### config.mk
export PLATFORM = sky130hd
export DESIGN_NAME = wave_header_chunk_parser_unit_flat
export DESIGN_NICKNAME = d
export VERILOG_FILES = /design/src/sv/whcp_pkg.sv /design/src/sv/whcp_if.sv /design/src/sv/whcp_cfg_regs.sv /design/src/sv/whcp_parser.sv /design/src/sv/wave_header_chunk_parser_unit.sv /design/src/flat_wrapper.sv
export SDC_FILE = /design/constraint.sdc
export NUM_CORES = 1
export LEC_CHECK = 0
export ABC_AREA = 1
export BUFFER_PORTS_ARGS = -buffer_cell sky130_fd_sc_hd__buf_2
export CAP_MARGIN = 5
export CORE_MARGIN = 2
export CORE_UTILIZATION = 35
export CTS_CLUSTER_DIAMETER = 200
export DETAILED_ROUTE_END_ITERATION = 8
export SLEW_MARGIN = 20
export SYNTH_ARGS = -nofsm -noshare
export SYNTH_HDL_FRONTEND = slang
export SYNTH_SLANG_ARGS = --single-unit
### constraint.sdc
create_clock -name clk -period 5.3 [get_ports clk]
set_input_delay 0.795 -clock clk [delete_from_list [all_inputs] [get_ports clk]]
set_output_delay 0.795 -clock clk [all_outputs]
set_load 0.02 [all_outputs]
### src/sv/whcp_pkg.sv
package whcp_pkg;

  localparam int unsigned CFG_IDX_W = 2;

  localparam logic [CFG_IDX_W-1:0] CFG_DEFAULT_RATE = 2'd0;
  localparam logic [CFG_IDX_W-1:0] CFG_MIN_RATE     = 2'd1;
  localparam logic [CFG_IDX_W-1:0] CFG_MAX_RATE     = 2'd2;

  localparam logic [31:0] DEFAULT_RATE_RST = 32'd16000;
  localparam logic [31:0] MIN_RATE_RST     = 32'd8000;
  localparam logic [31:0] MAX_RATE_RST     = 32'd48000;

  localparam logic [2:0] PH_HEADER    = 3'd0;
  localparam logic [2:0] PH_CHUNK_HDR = 3'd1;
  localparam logic [2:0] PH_FMT_BODY  = 3'd2;
  localparam logic [2:0] PH_SKIP      = 3'd3;
  localparam logic [2:0] PH_DONE      = 3'd4;

  localparam logic [1:0] ST_OK         = 2'd0;
  localparam logic [1:0] ST_BAD_HEADER = 2'd1;
  localparam logic [1:0] ST_NO_DATA    = 2'd2;
  localparam logic [1:0] ST_RATE       = 2'd3;

  localparam logic [31:0] TAG_RIFF = 32'h5249_4646;
  localparam logic [31:0] TAG_WAVE = 32'h5741_5645;
  localparam logic [31:0] TAG_FMT  = 32'h666D_7420;
  localparam logic [31:0] TAG_DATA = 32'h6461_7461;

  localparam logic [4:0] FMT_TAKE_MAX = 5'd16;
  localparam logic [3:0] HDR_LAST_POS = 4'd11;
  localparam logic [3:0] CHDR_LAST_POS = 4'd7;

  typedef struct packed {
    logic [7:0] data_byte;
    logic       first_byte;
    logic       last_byte;
  } in_item_t;

  typedef struct packed {
    logic [1:0]  status;
    logic [31:0] sample_rate;
    logic [31:0] data_length;
  } result_t;

  typedef struct packed {
    logic [31:0] default_rate;
    logic [31:0] min_rate;
    logic [31:0] max_rate;
  } cfg_t;

endpackage

### src/sv/whcp_if.sv
interface whcp_in_if;
  import whcp_pkg::*;
  logic       valid;
  logic       ready;
  logic [7:0] data_byte;
  logic       first_byte;
  logic       last_byte;
  modport source (output valid, output data_byte, output first_byte, output last_byte,
                  input ready);
  modport sink (input valid, input data_byte, input first_byte, input last_byte,
                output ready);
endinterface

interface whcp_out_if;
  logic        valid;
  logic        ready;
  logic [1:0]  status;
  logic [31:0] sample_rate;
  logic [31:0] data_length;
  modport source (output valid, output status, output sample_rate, output data_length,
                  input ready);
  modport sink (input valid, input status, input sample_rate, input data_length,
                output ready);
endinterface

interface whcp_cfg_if;
  import whcp_pkg::*;
  logic                 valid;
  logic                 ready;
  logic [CFG_IDX_W-1:0] wr_index;
  logic [31:0]          wr_data;
  modport source (output valid, output wr_index, output wr_data, input ready);
  modport sink (input valid, input wr_index, input wr_data, output ready);
endinterface

### src/sv/whcp_cfg_regs.sv
module whcp_cfg_regs
  import whcp_pkg::*;
(
  input  logic       clk,
  input  logic       rst_n,
  whcp_cfg_if.sink   cfg_s,
  output cfg_t       cfg
);

  cfg_t cfg_r;

  assign cfg_s.ready = 1'b1;
  assign cfg = cfg_r;

  always_ff @(posedge clk) begin
    if (!rst_n) begin
      cfg_r.default_rate <= DEFAULT_RATE_RST;
      cfg_r.min_rate     <= MIN_RATE_RST;
      cfg_r.max_rate     <= MAX_RATE_RST;
    end else if (cfg_s.valid) begin
      unique case (cfg_s.wr_index)
        CFG_DEFAULT_RATE: cfg_r.default_rate <= cfg_s.wr_data;
        CFG_MIN_RATE:     cfg_r.min_rate     <= cfg_s.wr_data;
        CFG_MAX_RATE:     cfg_r.max_rate     <= cfg_s.wr_data;
        default: ;
      endcase
    end
  end

endmodule

### src/sv/whcp_parser.sv
module whcp_parser
  import whcp_pkg::*;
(
  input  logic     clk,
  input  logic     rst_n,
  input  logic     step_en,
  input  in_item_t item,
  input  cfg_t     cfg,
  output logic     res_valid,
  output result_t  res
);

  logic [2:0]  phase_r, phase_nxt, cur_phase;
  logic [3:0]  bp_r, bp_nxt, cur_bp;
  logic        match_r, match_nxt, cur_match;
  logic [31:0] tag_r, tag_nxt, cur_tag;
  logic [31:0] len_r, len_nxt, cur_len;
  logic [32:0] skip_r, skip_nxt, cur_skip;
  logic [31:0] rate_r, rate_nxt, cur_rate;

  logic        emit;
  logic [1:0]  st;
  logic [4:0]  take;
  logic [4:0]  bp_inc;
  logic [7:0]  hdr_ref;
  logic [31:0] hdr_word;
  logic [31:0] fmt_rest;

  function automatic logic [4:0] fmt_take(input logic [31:0] len);
    fmt_take = (len < {27'd0, FMT_TAKE_MAX}) ? len[4:0] : FMT_TAKE_MAX;
  endfunction

  // restart folds in ahead of the step
  always_comb begin
    if (item.first_byte) begin
      cur_phase = PH_HEADER;
      cur_bp    = '0;
      cur_match = 1'b1;
      cur_tag   = '0;
      cur_len   = '0;
      cur_skip  = '0;
      cur_rate  = cfg.default_rate;
    end else begin
      cur_phase = phase_r;
      cur_bp    = bp_r;
      cur_match = match_r;
      cur_tag   = tag_r;
      cur_len   = len_r;
      cur_skip  = skip_r;
      cur_rate  = rate_r;
    end
  end

  assign hdr_word = (cur_bp < 4'd4) ? TAG_RIFF : TAG_WAVE;
  assign hdr_ref  = hdr_word[{~cur_bp[1:0], 3'b000} +: 8];
  assign bp_inc   = {1'b0, cur_bp} + 5'd1;

  always_comb begin
    phase_nxt = cur_phase;
    bp_nxt    = cur_bp;
    match_nxt = cur_match;
    tag_nxt   = cur_tag;
    len_nxt   = cur_len;
    skip_nxt  = cur_skip;
    rate_nxt  = cur_rate;
    emit      = 1'b0;
    st        = ST_OK;
    take      = fmt_take(cur_len);
    fmt_rest  = '0;

    unique case (cur_phase)
      PH_HEADER: begin
        if ((cur_bp < 4'd4 || cur_bp >= 4'd8) && item.data_byte != hdr_ref) begin
          match_nxt = 1'b0;
        end
        if (cur_bp >= HDR_LAST_POS) begin
          if (!match_nxt) begin
            emit = 1'b1;
            st   = ST_BAD_HEADER;
          end else begin
            phase_nxt = PH_CHUNK_HDR;
            bp_nxt    = '0;
          end
        end else begin
          bp_nxt = cur_bp + 4'd1;
        end
      end
      PH_CHUNK_HDR: begin
        if (cur_bp == 4'd0) begin
          tag_nxt = '0;
          len_nxt = '0;
        end
        if (cur_bp < 4'd4) begin
          tag_nxt = {tag_nxt[23:0], item.data_byte};
        end else begin
          len_nxt[{cur_bp[1:0], 3'b000} +: 8] = item.data_byte;
        end
        if (cur_bp >= CHDR_LAST_POS) begin
          bp_nxt = '0;
          take   = fmt_take(len_nxt);
          if (tag_nxt == TAG_FMT) begin
            rate_nxt = '0;
            if (take != 5'd0) begin
              phase_nxt = PH_FMT_BODY;
            end
          end else if (tag_nxt == TAG_DATA) begin
            emit = 1'b1;
            st   = (cur_rate < cfg.min_rate || cur_rate > cfg.max_rate) ? ST_RATE : ST_OK;
          end else begin
            skip_nxt = {1'b0, len_nxt} + {32'd0, len_nxt[0]};
            if (skip_nxt != '0) begin
              phase_nxt = PH_SKIP;
            end
          end
        end else begin
          bp_nxt = cur_bp + 4'd1;
        end
      end
      PH_FMT_BODY: begin
        if (cur_bp >= 4'd4 && cur_bp < 4'd8) begin
          rate_nxt[{cur_bp[1:0], 3'b000} +: 8] = item.data_byte;
        end
        if (bp_inc >= take) begin
          fmt_rest = cur_len - {27'd0, take};
          skip_nxt = {1'b0, fmt_rest};
          bp_nxt   = '0;
          phase_nxt = (fmt_rest != '0) ? PH_SKIP : PH_CHUNK_HDR;
        end else begin
          bp_nxt = bp_inc[3:0];
        end
      end
      PH_SKIP: begin
        if (cur_skip != '0) begin
          skip_nxt = cur_skip - 33'd1;
        end
        if (skip_nxt == '0) begin
          phase_nxt = PH_CHUNK_HDR;
          bp_nxt    = '0;
        end
      end
      default: ;
    endcase

    if (!emit && item.last_byte && cur_phase != PH_DONE) begin
      emit = 1'b1;
      st   = (phase_nxt == PH_HEADER) ? ST_BAD_HEADER : ST_NO_DATA;
    end
    if (emit) begin
      phase_nxt = PH_DONE;
    end
  end

  assign res_valid       = step_en && emit;
  assign res.status      = st;
  assign res.sample_rate = rate_nxt;
  assign res.data_length = (st == ST_OK) ? len_nxt : '0;

  always_ff @(posedge clk) begin
    if (!rst_n) begin
      phase_r <= PH_HEADER;
      bp_r    <= '0;
      match_r <= 1'b1;
      tag_r   <= '0;
      len_r   <= '0;
      skip_r  <= '0;
      rate_r  <= DEFAULT_RATE_RST;
    end else if (step_en) begin
      phase_r <= phase_nxt;
      bp_r    <= bp_nxt;
      match_r <= match_nxt;
      tag_r   <= tag_nxt;
      len_r   <= len_nxt;
      skip_r  <= skip_nxt;
      rate_r  <= rate_nxt;
    end
  end

  a_done_after_result: assert property (@(posedge clk) disable iff (!rst_n)
    res_valid |=> phase_r == PH_DONE)
    else $error("parser not done after result");

  a_skip_nonzero: assert property (@(posedge clk) disable iff (!rst_n)
    phase_r == PH_SKIP |-> skip_r != '0)
    else $error("skip phase with zero count");

  a_hdr_pos: assert property (@(posedge clk) disable iff (!rst_n)
    phase_r == PH_HEADER |-> bp_r <= HDR_LAST_POS)
    else $error("header position overrun");

  a_chdr_pos: assert property (@(posedge clk) disable iff (!rst_n)
    phase_r == PH_CHUNK_HDR |-> bp_r <= CHDR_LAST_POS)
    else $error("chunk header position overrun");

endmodule

### src/sv/wave_header_chunk_parser_unit.sv
// A byte that causes a result passes through the input register, then the parse logic
// into the result register, which drives the output.
// Throughput: one byte per cycle; the byte in the input register is parsed whenever
// the result register is empty or being drained.
// Reset (rst_n low, synchronous): parser back to header check, no item or result held,
// configuration registers to 16000 / 8000 / 48000.
module wave_header_chunk_parser_unit
  import whcp_pkg::*;
(
  input  logic         clk,
  input  logic         rst_n,
  whcp_in_if.sink      in_s,
  whcp_out_if.source   out_m,
  whcp_cfg_if.sink     cfg_s
);

  cfg_t     cfg;
  logic     in_valid_r;
  in_item_t in_item_r;
  logic     out_valid_r;
  result_t  out_res_r;
  logic     step_en;
  logic     res_valid;
  result_t  res;

  assign step_en    = in_valid_r && (!out_valid_r || out_m.ready);
  assign in_s.ready = !in_valid_r || step_en;

  whcp_cfg_regs u_cfg (
    .clk   (clk),
    .rst_n (rst_n),
    .cfg_s (cfg_s),
    .cfg   (cfg)
  );

  whcp_parser u_parser (
    .clk       (clk),
    .rst_n     (rst_n),
    .step_en   (step_en),
    .item      (in_item_r),
    .cfg       (cfg),
    .res_valid (res_valid),
    .res       (res)
  );

  always_ff @(posedge clk) begin
    if (!rst_n) begin
      in_valid_r <= 1'b0;
    end else if (in_s.ready) begin
      in_valid_r <= in_s.valid;
    end
  end

  always_ff @(posedge clk) begin
    if (in_s.ready && in_s.valid) begin
      in_item_r.data_byte  <= in_s.data_byte;
      in_item_r.first_byte <= in_s.first_byte;
      in_item_r.last_byte  <= in_s.last_byte;
    end
  end

  always_ff @(posedge clk) begin
    if (!rst_n) begin
      out_valid_r <= 1'b0;
    end else if (res_valid) begin
      out_valid_r <= 1'b1;
    end else if (out_m.ready) begin
      out_valid_r <= 1'b0;
    end
  end

  always_ff @(posedge clk) begin
    if (res_valid) begin
      out_res_r <= res;
    end
  end

  assign out_m.valid       = out_valid_r;
  assign out_m.status      = out_res_r.status;
  assign out_m.sample_rate = out_res_r.sample_rate;
  assign out_m.data_length = out_res_r.data_length;

  a_fail_zero_len: assert property (@(posedge clk) disable iff (!rst_n)
    out_valid_r |-> (out_res_r.status == ST_OK || out_res_r.data_length == '0))
    else $error("failure result with nonzero length");

  a_no_overwrite: assert property (@(posedge clk) disable iff (!rst_n)
    res_valid |-> (!out_valid_r || out_m.ready))
    else $error("result register overwritten");

endmodule
### src/flat_wrapper.sv
// flat-port wrapper written by rule: the top's interface ports become plain ports
module wave_header_chunk_parser_unit_flat import whcp_pkg::*;
  (clk, rst_n, in_s_valid, in_s_data_byte, in_s_first_byte, in_s_last_byte, in_s_ready, out_m_valid, out_m_status, out_m_sample_rate, out_m_data_length, out_m_ready, cfg_s_valid, cfg_s_wr_index, cfg_s_wr_data, cfg_s_ready);
  whcp_in_if in_s_i ();
  whcp_out_if out_m_i ();
  whcp_cfg_if cfg_s_i ();
  input  logic clk;
  input  logic rst_n;
  input wire logic [$bits(in_s_i.valid)-1:0] in_s_valid;
  input wire logic [$bits(in_s_i.data_byte)-1:0] in_s_data_byte;
  input wire logic [$bits(in_s_i.first_byte)-1:0] in_s_first_byte;
  input wire logic [$bits(in_s_i.last_byte)-1:0] in_s_last_byte;
  output wire logic [$bits(in_s_i.ready)-1:0] in_s_ready;
  output wire logic [$bits(out_m_i.valid)-1:0] out_m_valid;
  output wire logic [$bits(out_m_i.status)-1:0] out_m_status;
  output wire logic [$bits(out_m_i.sample_rate)-1:0] out_m_sample_rate;
  output wire logic [$bits(out_m_i.data_length)-1:0] out_m_data_length;
  input wire logic [$bits(out_m_i.ready)-1:0] out_m_ready;
  input wire logic [$bits(cfg_s_i.valid)-1:0] cfg_s_valid;
  input wire logic [$bits(cfg_s_i.wr_index)-1:0] cfg_s_wr_index;
  input wire logic [$bits(cfg_s_i.wr_data)-1:0] cfg_s_wr_data;
  output wire logic [$bits(cfg_s_i.ready)-1:0] cfg_s_ready;
  assign in_s_i.valid = in_s_valid;
  assign in_s_i.data_byte = in_s_data_byte;
  assign in_s_i.first_byte = in_s_first_byte;
  assign in_s_i.last_byte = in_s_last_byte;
  assign in_s_ready = in_s_i.ready;
  assign out_m_valid = out_m_i.valid;
  assign out_m_status = out_m_i.status;
  assign out_m_sample_rate = out_m_i.sample_rate;
  assign out_m_data_length = out_m_i.data_length;
  assign out_m_i.ready = out_m_ready;
  assign cfg_s_i.valid = cfg_s_valid;
  assign cfg_s_i.wr_index = cfg_s_wr_index;
  assign cfg_s_i.wr_data = cfg_s_wr_data;
  assign cfg_s_ready = cfg_s_i.ready;
  wave_header_chunk_parser_unit u_core (.clk(clk), .rst_n(rst_n), .in_s(in_s_i), .out_m(out_m_i), .cfg_s(cfg_s_i));
endmodule
Yosys cells after proc, flatten, opt, wreduce, memory -nomap -nowiden
Cells that the tools add are included.
{ "op_classes": {"add_sub_neg": 6, "n_lt_le_gt_ge": 11, "eq_ne": 9, "shift": 3, "mux": 71, "n_bitwise": 1, "n_reduce_logical": 28} }
{ "ops": {"columns": ["cell", "count"], "rows": [
  ["$mux 32", 15],
  ["$mux 33", 7],
  ["$pmux 33 s3", 1],
  ["$reduce_bool 33->1", 2],
  ["$bwmux 32", 2],
  ["$eq 32x31->1 const B", 2],
  ["$lt 32x5->1 const B", 2],
  ["$pmux 32 s2", 1],
  ["$add 32x1->33", 1],
  ["$logic_not 33->1", 1],
  ["$mux 3", 11],
  ["$sub 33x1->33 const B", 1],
  ["$gt 32x32->1", 1],
  ["$lt 32x32->1", 1],
  ["$reduce_bool 32->1", 1],
  ["$shift 8x7->32 const A", 1],
  ["$shiftx 32x6->8", 1],
  ["$shiftx 8x7->32", 1],
  ["$sub 32x5->32", 1],
  ["$mux 27", 1],
  ["$mux 4", 6],
  ["$pmux 4 s4", 1],
  ["$mux 1", 14],
  ["$mux 2", 7],
  ["28 further kinds", 47]
]} }
{ "totals": {"register_bits": 311, "input_bits": 49, "out_inout_bits": 69, "wordCells": 147} }

Logic depth before layout (Yosys ltp)
Gate-level depths: netlist (run 1).
{ "depth": {"ltp_word": 18, "ltp_mapped": 31, "depth_no_buf": 29} }

By module
A second synthesis (run 1) with hierarchy kept.
{ "unflattened": {"cells_unflattened": 3332, "area_unflattened_um2": 21445.6} }
{ "by_module_without_submodules": {"columns": ["module", "n_inst", "cells_per_inst", "area_per_inst_um2", "seq_area_each_um2"], "rows": [
  ["whcp_parser", 1, 2658, 15115.7, 2742.6],
  ["whcp_cfg_regs", 1, 586, 3953.8, 1921.8],
  ["wave_header_chunk_parser_unit", 1, 88, 2376.0, 2322.2]
]} }

Worst setup path after synthesis (run 1)
No wires, ideal clock.
{ "synth_timing": {"path_type": "flip-flop to flip-flop", "start": "register u_core.in_item_r[1] (netlist name)", "end": "register u_core.out_res_r, in the netlist u_core.out_m.data_length[0] (enable)", "setup_ns": 0.420, "arrival_time_ns": 4.311, "required_ns": 4.880, "path_slack_ns": 0.569, "stages_incl_launch_ff": 18, "path_buffers": 3, "period_less_slack_ns": 4.731, "cell_sequence": "edfxtp_1 > buf_6 > buf_2 > nor2_2 > inv_1 > ha_1 > inv_1 > clkbuf_1 > nand3_1 > o21ai_0 > nand4_1 > nor4_1 > and2_1 > nand2_1 > nor3_2 > or3_1 > nand2_1 > inv_1"} }
{ "synth_via": {"elab_chain_len": 16, "elab_cells_between_ends": 36, "classes_between": "4 x order compare; 5 x eq/ne; 1 x shift; 17 x mux; 1 x bitwise; 8 x reduce/logical"} }
{ "synth_lines": {"columns": ["item", "line", "source"], "rows": [
  ["start: declaration", "wave_header_chunk_parser_unit.sv:19", "in_item_t in_item_r;"],
  ["$mux 4", "whcp_parser.sv:35", "if (item.first_byte) begin"],
  ["$lt 4x3->1", "whcp_parser.sv:54, whcp_parser.sv:73, whcp_parser.sv:93", null],
  ["$mux 27", "whcp_parser.sv:54", "assign hdr_word = (cur_bp < 4'd4) ? TAG_RIFF : TAG_WAVE;"],
  ["$shiftx 32x6->8", "whcp_parser.sv:55", "assign hdr_ref = hdr_word[{~cur_bp[1:0], 3'b000} +: 8];"],
  ["$ne 8x8->1", "whcp_parser.sv:73", "if ((cur_bp < 4'd4 || cur_bp >= 4'd8) && item.data_byte != hdr_ref) begin"],
  ["$logic_and 1x1->1", "whcp_parser.sv:73", null],
  ["$mux 1", "whcp_parser.sv:73", null],
  ["$mux 1", "whcp_parser.sv:71", "unique case (cur_phase)"],
  ["$mux 1", "whcp_parser.sv:77", "if (!match_nxt) begin"],
  ["$mux 1", "whcp_parser.sv:76", "if (cur_bp >= HDR_LAST_POS) begin"],
  ["$pmux 1 s2", "whcp_parser.sv:71", null],
  ["$logic_not 1->1", "whcp_parser.sv:144", "if (!emit && item.last_byte && cur_phase != PH_DONE) begin"],
  ["$logic_and 1x1->1 (2 in a row)", "whcp_parser.sv:144", null],
  ["$mux 1 *", "whcp_parser.sv:144", null],
  ["$logic_and 1x1->1 *", "whcp_parser.sv:153", "assign res_valid = step_en && emit;"],
  ["via u_core.res_valid", "wave_header_chunk_parser_unit.sv:23", "logic res_valid;"],
  ["end signal: assignment", "wave_header_chunk_parser_unit.sv:74", "out_res_r <= res;"],
  ["end: declaration", "wave_header_chunk_parser_unit.sv:21", "result_t out_res_r;"]
]} }
The timed path passes the listed nets; every way through them passes the cells marked *. The select of a mux whose other input is x is not followed.
A chain may end at the register's enable or synchronous reset.

Worst setup path in the final report (run 1)
{ "layout_timing": {"start": "register u_core.in_item_r[1] (netlist name)", "end": "register u_core.out_res_r, in the netlist u_core.out_m.data_length[3], data pin"} }
{ "layout_via": {"elab_chain_len": 18, "elab_cells_between_ends": 89, "classes_between": "5 x add/sub; 9 x order compare; 7 x eq/ne; 3 x shift; 49 x mux; 1 x bitwise; 15 x reduce/logical"} }
{ "layout_lines": {"columns": ["item"], "rows": [
  ["branches (longest 18 deep; another with $add 32x1->33)"]
]} }
Several ways; the timed one is not identified. The select of a mux whose other input is x is not followed.

==> run_results.csv, run 1 <==
group,metric,value,unit
synthesis,synth_edf_count,76,
sta,tightest_slew,1020,ps
global_routing,grt_antenna_before_repair,0,
worst_hold_path,hold_depth,1,
sta,clock_skew,32.2,ps
setup_path,regToRegEndpoint,"u_core.out_m.data_length[3]",
setup_path,path_class,"reg -> reg",
clocking,cts_hold_buf,0,
clocking,clk-insertion-delay-late,570,ps
pwr,leakagePower,0.0104,µW
synthesis,synth_most_common_cell,"nand2_1",
clocking,cts_buffers,38,
final_layout,diodes,0,
global_routing,grt_util_all_layers,0.246,
synthesis,synthTopCellsByCount,"638 x nand2_1, 412 x nor2_1, 365 x inv_1",
clocking,htree_num_levels,2,
setup_path,cp-start-kind,"flip-flop",
setup_path,path_max_fanout,34,
setup_path,regToRegStartpoint,"u_core.in_item_r[1]",
die,die_y,246,µm
setup_path,arrival,5130,ps
synthesis,ys_ff_latch,311,
die,initial_core_util,0.355,
clocking,cts_tree,"built",
clocking,clk_pin_slew,60,ps
global_routing,grt_first_pass_wirelength,115000,µm
setup_path,cp-endpoint,"u_core.out_m.data_length[3]",
global_routing,overflow,0,
sta,setup_tns,0,ps
sta,slew_headroom,0.318,
route,dr.pass1.iters,8,
clocking,clockRootBuffer,"clkbuf_16",
pwr,total_power,6630,µW
setup_path,setup.worst_path.start,"u_core.in_item_r[1]",
placed_design,gp_congestion,1.04,
setup_path,cp.required,5570,ps
sta,min_period,4860,ps
placed_design,dpl.hpwl,57200,µm
synthesis,syn_area_per_cell,6.61,µm²
route,post-route-drc-count,0,
synthesis,yosysTopAreaCellShare,0.229,
final_layout,seq_area,6990,µm²
synthesis,yosys.area.top_type,"dfxtp_1",
placed_design,port_buffers,116,
die,row_count,88,
synthesis,synth_cells,3105,
route,vias_per_cell,5.32,
final_layout,drive_above_1_share,0.118,
die,core_area,57800,µm²
die,die_w,246,µm
setup_path,r2r_slack,440,ps
setup_path,critPathCaptureType,"flip-flop",
die,die_area,60600,µm²
final_layout,nNetsFinal,3287,
global_routing,grt_pass1_vias,19600,
synthesis,async_flop_share,0,
synthesis,syn_area,20500,µm²
flow_run,max_cap_violations,0,
clocking,cts_max_path_buffers,3,
worst_hold_path,holdCritPathClass,"in -> reg",
route,drt-initial-drc-count,2168,
pwr,ir_drop,0.000209,V
synthesis,ys_seq_area_frac,0.340,
global_routing,grt_start_max_net_pins,91,
final_layout,multiInputGateArea,11400,µm²
route,wl,76000,µm
final_layout,area_growth,12.7,%
sta,hold_viol_final,0,
sta,finalSetupViolations,0,
pwr,power_density,287,nW/µm²
synthesis,yosysUniqueCellTypes,62,
sta,slew_viol_final,0,
synthesis,synth_fp_nets,3228,
route,wl_per_cell,19.2,µm
sta,rsz0062_at_grt,"no",
final_layout,nFillCells,6236,
synthesis,ys.flop_type,"dfxtp_1",
sta,max_freq,206,MHz
sta,post-route-period-util,0.917,
setup_path,ff2ff_path_depth,18,
clocking,cts_sinks,311,
synthesis,synthTopCellsByArea,"dfxtp_1 23%, nand2_1 12%, edfxtp_1 11%, o21ai_0 8.5%, nor2_1 7.5%",
run_status,status,"finished clean",
route,drtAntennaViolNets,0,
die,io_pins,118,
route,vias,21100,
synthesis,yosys_warnings,0,
## worst min-delay path by stage
stage                    startpoint                    to  slack [ps]
2_1_floorplan  u_core.u_cfg.cfg[71]  u_core.u_cfg.cfg[71]         420
3_3_place_gp   u_core.u_cfg.cfg[73]  u_core.u_cfg.cfg[73]         440
3_5_place_dp   u_core.u_cfg.cfg[71]  u_core.u_cfg.cfg[71]         440
4_1_cts           in_s_data_byte[4]   u_core.in_item_r[6]         380
5_1_grt           in_s_data_byte[0]   u_core.in_item_r[2]         380
6_report          in_s_data_byte[4]   u_core.in_item_r[6]         400
## what timing repair did
action	in CTS	in global routing
hold endpoints to repair	0	0
setup endpoints to repair	0	3
setup buffers	0	0
resized for setup	0	1
## where the power goes
part           switching (µW)  internal, µW  total [µW]
Clock                    1130          1590        2730
Combinational             908           386        1290
Sequential               60.4          2550        2610
Total                    2100          4530        6630
## state kept, by name (all words and copies together) (netlist names)
| register | flops |
|---|---|
| u_core.u_cfg.cfg | 96 |
| u_core.u_parser.bp_r | 4 |
| u_core.out_m.sample_rate | 32 |
| u_core.u_parser.tag_r | 32 |
| u_core.out_m.status | 2 |
| u_core.out_m.data_length | 32 |
| u_core.out_m.valid | 1 |
| u_core.u_parser.phase_r | 3 |
| u_core.u_parser.rate_r | 32 |
| u_core.u_parser.skip_r | 33 |
| u_core.in_valid_r | 1 |
| u_core.in_item_r | 10 |
| u_core.u_parser.len_r | 32 |
| u_core.u_parser.match_r | 1 |
## layout make-up
cell class	instances	share of cell area
Multi-Input combinational cell	2253	0.493
Sequential cell	311	0.302
Inverter	393	0.0640
Clock buffer	47	0.0461
Timing Repair Buffer	167	0.0434
Tap cell	765	0.0414
Clock inverter	23	0.0103
## logic make-up (layout without fill, tap and decap cells)
logic type | after synthesis | after routing | share of synthesized area
AND/OR/NAND/NOR | 1394 | 1394 | 0.295
AO/OA/AOI/OAI | 761 | 761 | 0.204
buffers and inverters | 541 | 630 | 0.106
flip-flops | 311 | 311 | 0.340
adder cells (fa/ha/maj) | 74 | 74 | 0.0451
XOR/XNOR | 20 | 20 | 0.00853
multiplexers | 3 | 3 | 0.00146
other | 1 | 1 | 0.000183
## critical path: stages, from the launching register on
cell       delay, ps
edfxtp_1         530
inv_4            280
buf_4            310
or2_2            290
o21ai_0          100
inv_1            140
ha_1             310
nand2_1           70
nor2_1           150
nand4_1          210
a31oi_1          350
o2111ai_1        230
o2111ai_1        270
o31ai_1          170
o21ai_0          330
nand2_1          150
nand2_1          110
buf_4            370
nor2_1           100
## layout by cell type (no fill, tap or decap), drive strengths merged, types with 3 or more instances in the layout
cell and n:
a41oi 4, a22oi 6, o221a 7, nand4 53
o221ai 7, nor2 438, mux2i 3, o31ai 3
clkbuf 47, o21ai 377, clkinv 15, ha 74
a31oi 20, bufinv 3, dfxtp 235, nor3 32
xor2 19, nand3 157, nor4 8, or2 31
a211oi 8, nand2 669, o22ai 14, edfxtp 76
a221oi 12, buf 167, o211ai 42, o2111ai 4
inv 393, clkinvlp 5, a21oi 251
## metrics by stage
stage	area [µm²]	util	hold slack (ps)	setup slack, ps	cells
2_1_floorplan	20500	-	421	569	3105
4_1_cts	23100	0.400	378	481	3959
3_3_place_gp	21800	0.378	436	526	3889
3_5_place_dp	21800	0.378	440	495	3889
5_1_grt	23100	0.400	384	146	3959
6_report	23100	0.400	399	438	3959
## layer usage
| layer | wire, µm | GRT usage | part of all wire | vias to the layer above |
|---|---|---|---|---|
| met4 | 2780 | 0.0909 | 0.037 | 0 |
| met5 | 0 | 0 | 0 | - |
| met2 | 34100 | 0.391 | 0.45 | 795 |
| met3 | 5470 | 0.0377 | 0.072 | 149 |
| li1 | - | - | - | 10400 |
| met1 | 33700 | 0.335 | 0.44 | 9710 |
No activity file was read; power rests on OpenSTA's default activity.
==> run 2, diff against run 1 <==
RECOVER_POWER = 100   (was unset)
==> run 2 against run 1 <==
Compared with the run above: the run now ends with max-capacitance violations, max-slew violations left; largest power group unchanged; sequential share of layout area is 0.20 points higher; critical path type unchanged; first-iteration DRC count shrank 8.1%; clock skew fell by 3.7 ps; sequential cell count unchanged; highest routed layer unchanged.
==> run_results.csv, run 2 (same netlist as run 1, synthesis figures left out) <==
group,metric,value,unit
sta,hold_ws,402,ps
die,core_area,57800,µm²
clocking,cts_sinks,311,
sta,tightest_slew,3300,ps
run_status,status,"finished, violations left",
clocking,clockRootBuffer,"clkbuf_16",
sta,slew_viol_final,275,
global_routing,grt_pass1_vias,19600,
final_layout,final_common_cell,"nand2_1",
final_layout,final_cell_mix,"638 x nand2_1, 413 x nor2_1, 369 x inv_1",
run_status,failed_checks,"max-capacitance violations, max-slew violations",
final_layout,utilization,0.398,
die,die_y,246,µm
sta,min_period,4960,ps
setup_path,critPathCaptureType,"flip-flop",
die,io_pins,118,
setup_path,regToRegEndpoint,"u_core.out_m.sample_rate[27]",
clocking,cts_max_path_buffers,3,
clocking,htree_num_levels,2,
sta,max_freq,201,MHz
pwr,power_density,288,nW/µm²
sta,slew_headroom,-1.20,
pwr,leakagePower,0.0103,µW
route,wl,76200,µm
worst_hold_path,hold_depth,1,
die,row_count,88,
die,initial_core_util,0.355,
setup_path,arrival,5260,ps
sta,hold_viol_final,0,
route,vias,21100,
clocking,clk-insertion-delay-late,570,ps
placed_design,post-place-ws,495,ps
global_routing,grt_start_max_net_pins,91,
route,vias_per_cell,5.33,
setup_path,cp-start-kind,"flip-flop",
placed_design,gp_congestion,1.04,
clocking,cts_buffers,38,
route,wl_per_cell,19.3,µm
global_routing,overflow,0,
flow_run,max_cap_violations,4,
placed_design,place_inst,3889,
clocking,cts_tree,"built",
setup_path,cp.required,5600,ps
route,drt-initial-drc-count,1993,
final_layout,nFillCells,6293,
route,drtAntennaViolNets,0,
setup_path,path_max_fanout,34,
global_routing,grt_util_all_layers,0.246,
setup_path,ff2ff_path_depth,18,
final_layout,fin_cells,3959,
final_layout,area_growth,12.0,%
sta,clock_skew,28.5,ps
die,die_area,60600,µm²
pwr,ir_drop,0.000209,V
sta,post-route-period-util,0.936,
final_layout,nNetsFinal,3287,
worst_hold_path,holdPathEnd,"u_core.in_item_r[2]",
setup_path,path_class,"reg -> reg",
final_layout,drive_above_1_share,0.0914,
final_layout,largest_reg_flops,96,
worst_hold_path,hold_start,"in_s_data_byte[0]",
worst_hold_path,holdCritPathClass,"in -> reg",
sta,setup_tns,0,ps
sta,rsz0062_at_grt,"no",
sta,setup_slack,337,ps
clocking,cts_hold_buf,0,
setup_path,r2r_slack,340,ps
placed_design,dpl.hpwl,57200,µm
global_routing,grt_antenna_before_repair,0,
route,dr.pass1.iters,6,
setup_path,regToRegStartpoint,"u_core.in_item_r[1]",
die,die_w,246,µm
route,post-route-drc-count,0,
final_layout,diodes,0,
clocking,clk_pin_slew,60,ps
placed_design,port_buffers,116,
sta,finalSetupViolations,0,
global_routing,grt_first_pass_wirelength,115000,µm
-- run 2: cell count changes in the layout (fill, tap and decap cells not counted), sizes merged --
cell / change
buf: -77
clkbuf: +77
clkinv: -1
inv: +1
-- run 2: metrics by stage --
step	area, µm²	total power [µW]
detailed placement	21800	3940
global route	23000	6910
finish	23000	6630
floorplan	20500	3540
CTS	23100	6670
global placement	21800	3940
-- run 2: repair_timing --
action / 4_1_cts / 5_1_grt
hold endpoints to repair: 0 / 0
buffers inserted: 0 / 0
gates resized for setup: 0 / 1
endpoints found under the setup margin: 0 / 3
-- run 2: worst max-delay path by stage --
stage | startpoint | end | depth (start not counted)
after floorplan | u_core.in_item_r[1] | u_core.out_m.data_length[0] | 17
after global placement | u_core.in_item_r[1] | u_core.out_m.status[1] | 28
after detailed placement | u_core.in_item_r[1] | u_core.u_parser.skip_r[22] | 23
after CTS | u_core.in_item_r[1] | u_core.u_parser.skip_r[22] | 23
after global routing | u_core.in_item_r[1] | u_core.out_m.status[1] | 26
final | u_core.in_item_r[1] | u_core.out_m.sample_rate[27] | 18
-- run 2: critical path: stages (launching register included) --
cell      delay [ps]
edfxtp_1         520
inv_4            470
buf_4            380
buf_4            370
nand2_1          150
o21ai_0          200
o21ai_0          150
inv_1            100
nand4_1          100
nor4_1           590
inv_2             40
nor2_1           200
nand2_1           70
nand2_1          210
inv_1            150
nor2_8           300
inv_2            230
a21oi_1          320
inv_1             80
-- run 2: report_power, final --
part | switching (µW) | internal (µW) | leakage, µW
sequential | 60.8 | 2550 | 0.00261
combinational | 908 | 382 | 0.00701
clock | 1130 | 1590 | 0.000634
-- run 2: layout make-up --
cell class	count	area (µm²)	share of cell area
Multi-Input combinational cell	2253	11400	0.494
Sequential cell	311	6990	0.304
Inverter	393	1480	0.0644
Clock buffer	47	1070	0.0464
Tap cell	765	957	0.0416
Timing Repair Buffer	167	897	0.0390
Clock inverter	23	239	0.0104
-- run 2: layer usage --
metal	wire, µm	GRT usage
met2	34100	0.391
met4	2820	0.0909
met1	33900	0.335
met3	5490	0.0377
met5	0	0
==> run 3, diff against run 2 <==
CTS_BUF_LIST = sky130_fd_sc_hd__clkbuf_4 sky130_fd_sc_hd__clkbuf_8   (was unset)
==> run 3 against run 2 <==
Compared with the run above: the run still ends with max-capacitance violations, max-slew violations left; non-clock buffer count unchanged; maximum frequency up 1.0%; critical path type unchanged; sequential share of layout area increased by 0.090 points; clock power fell by 7.7%; routed wire length up 0.16%; power decreased by 3.2%; critical endpoint is now u_core.out_m.sample_rate[15]; combinational power about the same; global-route usage up 0.083 points.
==> run_results.csv, run 3 (same netlist as run 1, synthesis figures left out) <==
group,metric,value,unit
run_status,status,"finished, violations left",
run_status,failed_checks,"max-capacitance violations, max-slew violations",
flow_run,max_cap_violations,4,
route,wl_per_cell,19.1,µm
setup_path,cp-start-kind,"flip-flop",
global_routing,grt_pass1_vias,19700,
final_layout,fin_cells,3994,
final_layout,utilization,0.397,
die,row_count,88,
die,die_w,246,µm
final_layout,final_common_cell,"nand2_1",
setup_path,r2r_slack,390,ps
global_routing,overflow,0,
sta,slew_headroom,-1.23,
sta,rsz0062_at_grt,"no",
placed_design,dpl.hpwl,57200,µm
setup_path,slowest_delay,520,ps
route,vias,21300,
sta,max_freq,204,MHz
die,initial_core_util,0.355,
clocking,cts_tree,"built",
sta,finalSetupViolations,0,
setup_path,critPathCaptureType,"flip-flop",
final_layout,final_cell_mix,"637 x nand2_1, 414 x nor2_1, 370 x inv_1",
route,post-route-drc-count,0,
setup_path,cp.required,5690,ps
die,core_area,57800,µm²
global_routing,grt_util_all_layers,0.247,
clocking,cts_max_path_buffers,3,
placed_design,gp_congestion,1.04,
sta,setup_slack,387,ps
sta,slew_viol_final,246,
placed_design,port_buffers,116,
die,die_y,246,µm
setup_path,crit_path_frequent_cell,"inv_1",
global_routing,grt_first_pass_wirelength,116000,µm
route,wl,76400,µm
clocking,clk_pin_slew,60,ps
route,dr.pass1.iters,6,
sta,post-route-period-util,0.927,
setup_path,path_max_fanout,34,
placed_design,place_inst,3889,
pwr,ir_drop,0.000184,V
setup_path,cp_cell_sequence,"inv_4 -> buf_4 -> buf_4 -> nand2_1 -> o21ai_0 -> o21ai_0 -> inv_1 -> nand4_1 -> nor4_4 -> clkinv_1 -> nor2_1 -> nand2_1 -> nand2_1 -> inv_1 -> nor2_8 -> inv_1 -> a21oi_1 -> inv_1",
sta,clock_skew,29.3,ps
setup_path,path_class,"reg -> reg",
final_layout,nNetsFinal,3304,
clocking,clk-insertion-delay-late,660,ps
sta,setup_tns,0,ps
final_layout,largest_reg_flops,96,
die,io_pins,118,
sta,min_period,4910,ps
clocking,clockRootBuffer,"clkbuf_8",
sta,hold_viol_final,0,
setup_path,cp_num_buf_inv,8,
clocking,htree_num_levels,2,
clocking,cts_sinks,311,
sta,tightest_slew,3350,ps
setup_path,cp_slowest_cell,"edfxtp_1",
pwr,power_density,280,nW/µm²
route,vias_per_cell,5.33,
die,die_area,60600,µm²
global_routing,grt_antenna_before_repair,1,
final_layout,area_growth,11.6,%
worst_hold_path,holdCritPathClass,"in -> reg",
setup_path,cp_top_family,"buffers and inverters",
global_routing,grt_start_max_net_pins,91,
pwr,leakagePower,0.0102,µW
route,drtAntennaViolNets,0,
route,drt-initial-drc-count,2061,
final_layout,drive_above_1_share,0.0973,
setup_path,arrival,5300,ps
placed_design,post-place-ws,495,ps
clocking,cts_buffers,55,
## run 3: cell types whose count changed in the layout (fill, tap and decap cells not counted), sizes merged
cell,previous run,this run
clkbuf,124,159
clkinv,14,20
inv,394,389
clkinvlp,5,3
buf,90,89
bufinv,3,4
diode,0,1
## run 3: layout make-up
class	count	area, µm²
Antenna cell	1	2.50
Sequential cell	311	6990
Inverter	393	1480
Timing Repair Buffer	167	883
Clock inverter	23	230
Clock buffer	81	1000
Fill cell	6329	34900
Multi-Input combinational cell	2253	11400
Tap cell	765	957
## run 3: layer usage
| layer | GRT usage | vias up | wire length (µm) |
|---|---|---|---|
| li1 | - | 10500 | - |
| met1 | 0.338 | 9840 | 34600 |
| met2 | 0.390 | 824 | 33900 |
| met3 | 0.0364 | 152 | 5130 |
| met4 | 0.0939 | 0 | 2710 |
| met5 | 0 | - | 0 |
## run 3: final timing paths
path	start	endpoint	cells past startpoint
worst max-delay path	u_core.in_item_r[1]	u_core.out_m.sample_rate[15]	18
worst min-delay path	in_s_data_byte[5]	u_core.in_item_r[7]	1
worst min register to register	u_core.u_cfg.cfg[75]	u_core.u_cfg.cfg[75]	2
worst max register to register	u_core.in_item_r[1]	u_core.out_m.sample_rate[15]	18
## run 3: worst reg2reg max path, delay by kind of cell (launching register included)
family / cells / cell delay [ps]
buffers and inverters: 8 / 2070
AND/OR/NAND/NOR: 7 / 1360
AO/OA/AOI/OAI: 3 / 730
flip-flops: 1 / 520
## run 3: report_power, final
group	total, µW	switching (µW)	internal (µW)	leakage [µW]
logic	1290	909	381	0.00700
registers	2620	60.6	2560	0.00261
clock network	2510	1090	1420	0.000634
total	6420	2060	4350	0.0102
## run 3: metrics by stage
step           power [µW]  area (µm²)  hold slack, ps
6_report             6420       22900             324
5_1_grt              6730       22900             289
4_1_cts              6460       23100             278
3_5_place_dp         3940       21800             440
3_3_place_gp         3940       21800             436
2_1_floorplan        3540       20500             421
## run 3: timing repair
action,CTS,global route
buffers inserted,0,0
hold buffers,0,0
endpoints found under the setup margin,0,3
gates resized for setup,0,1
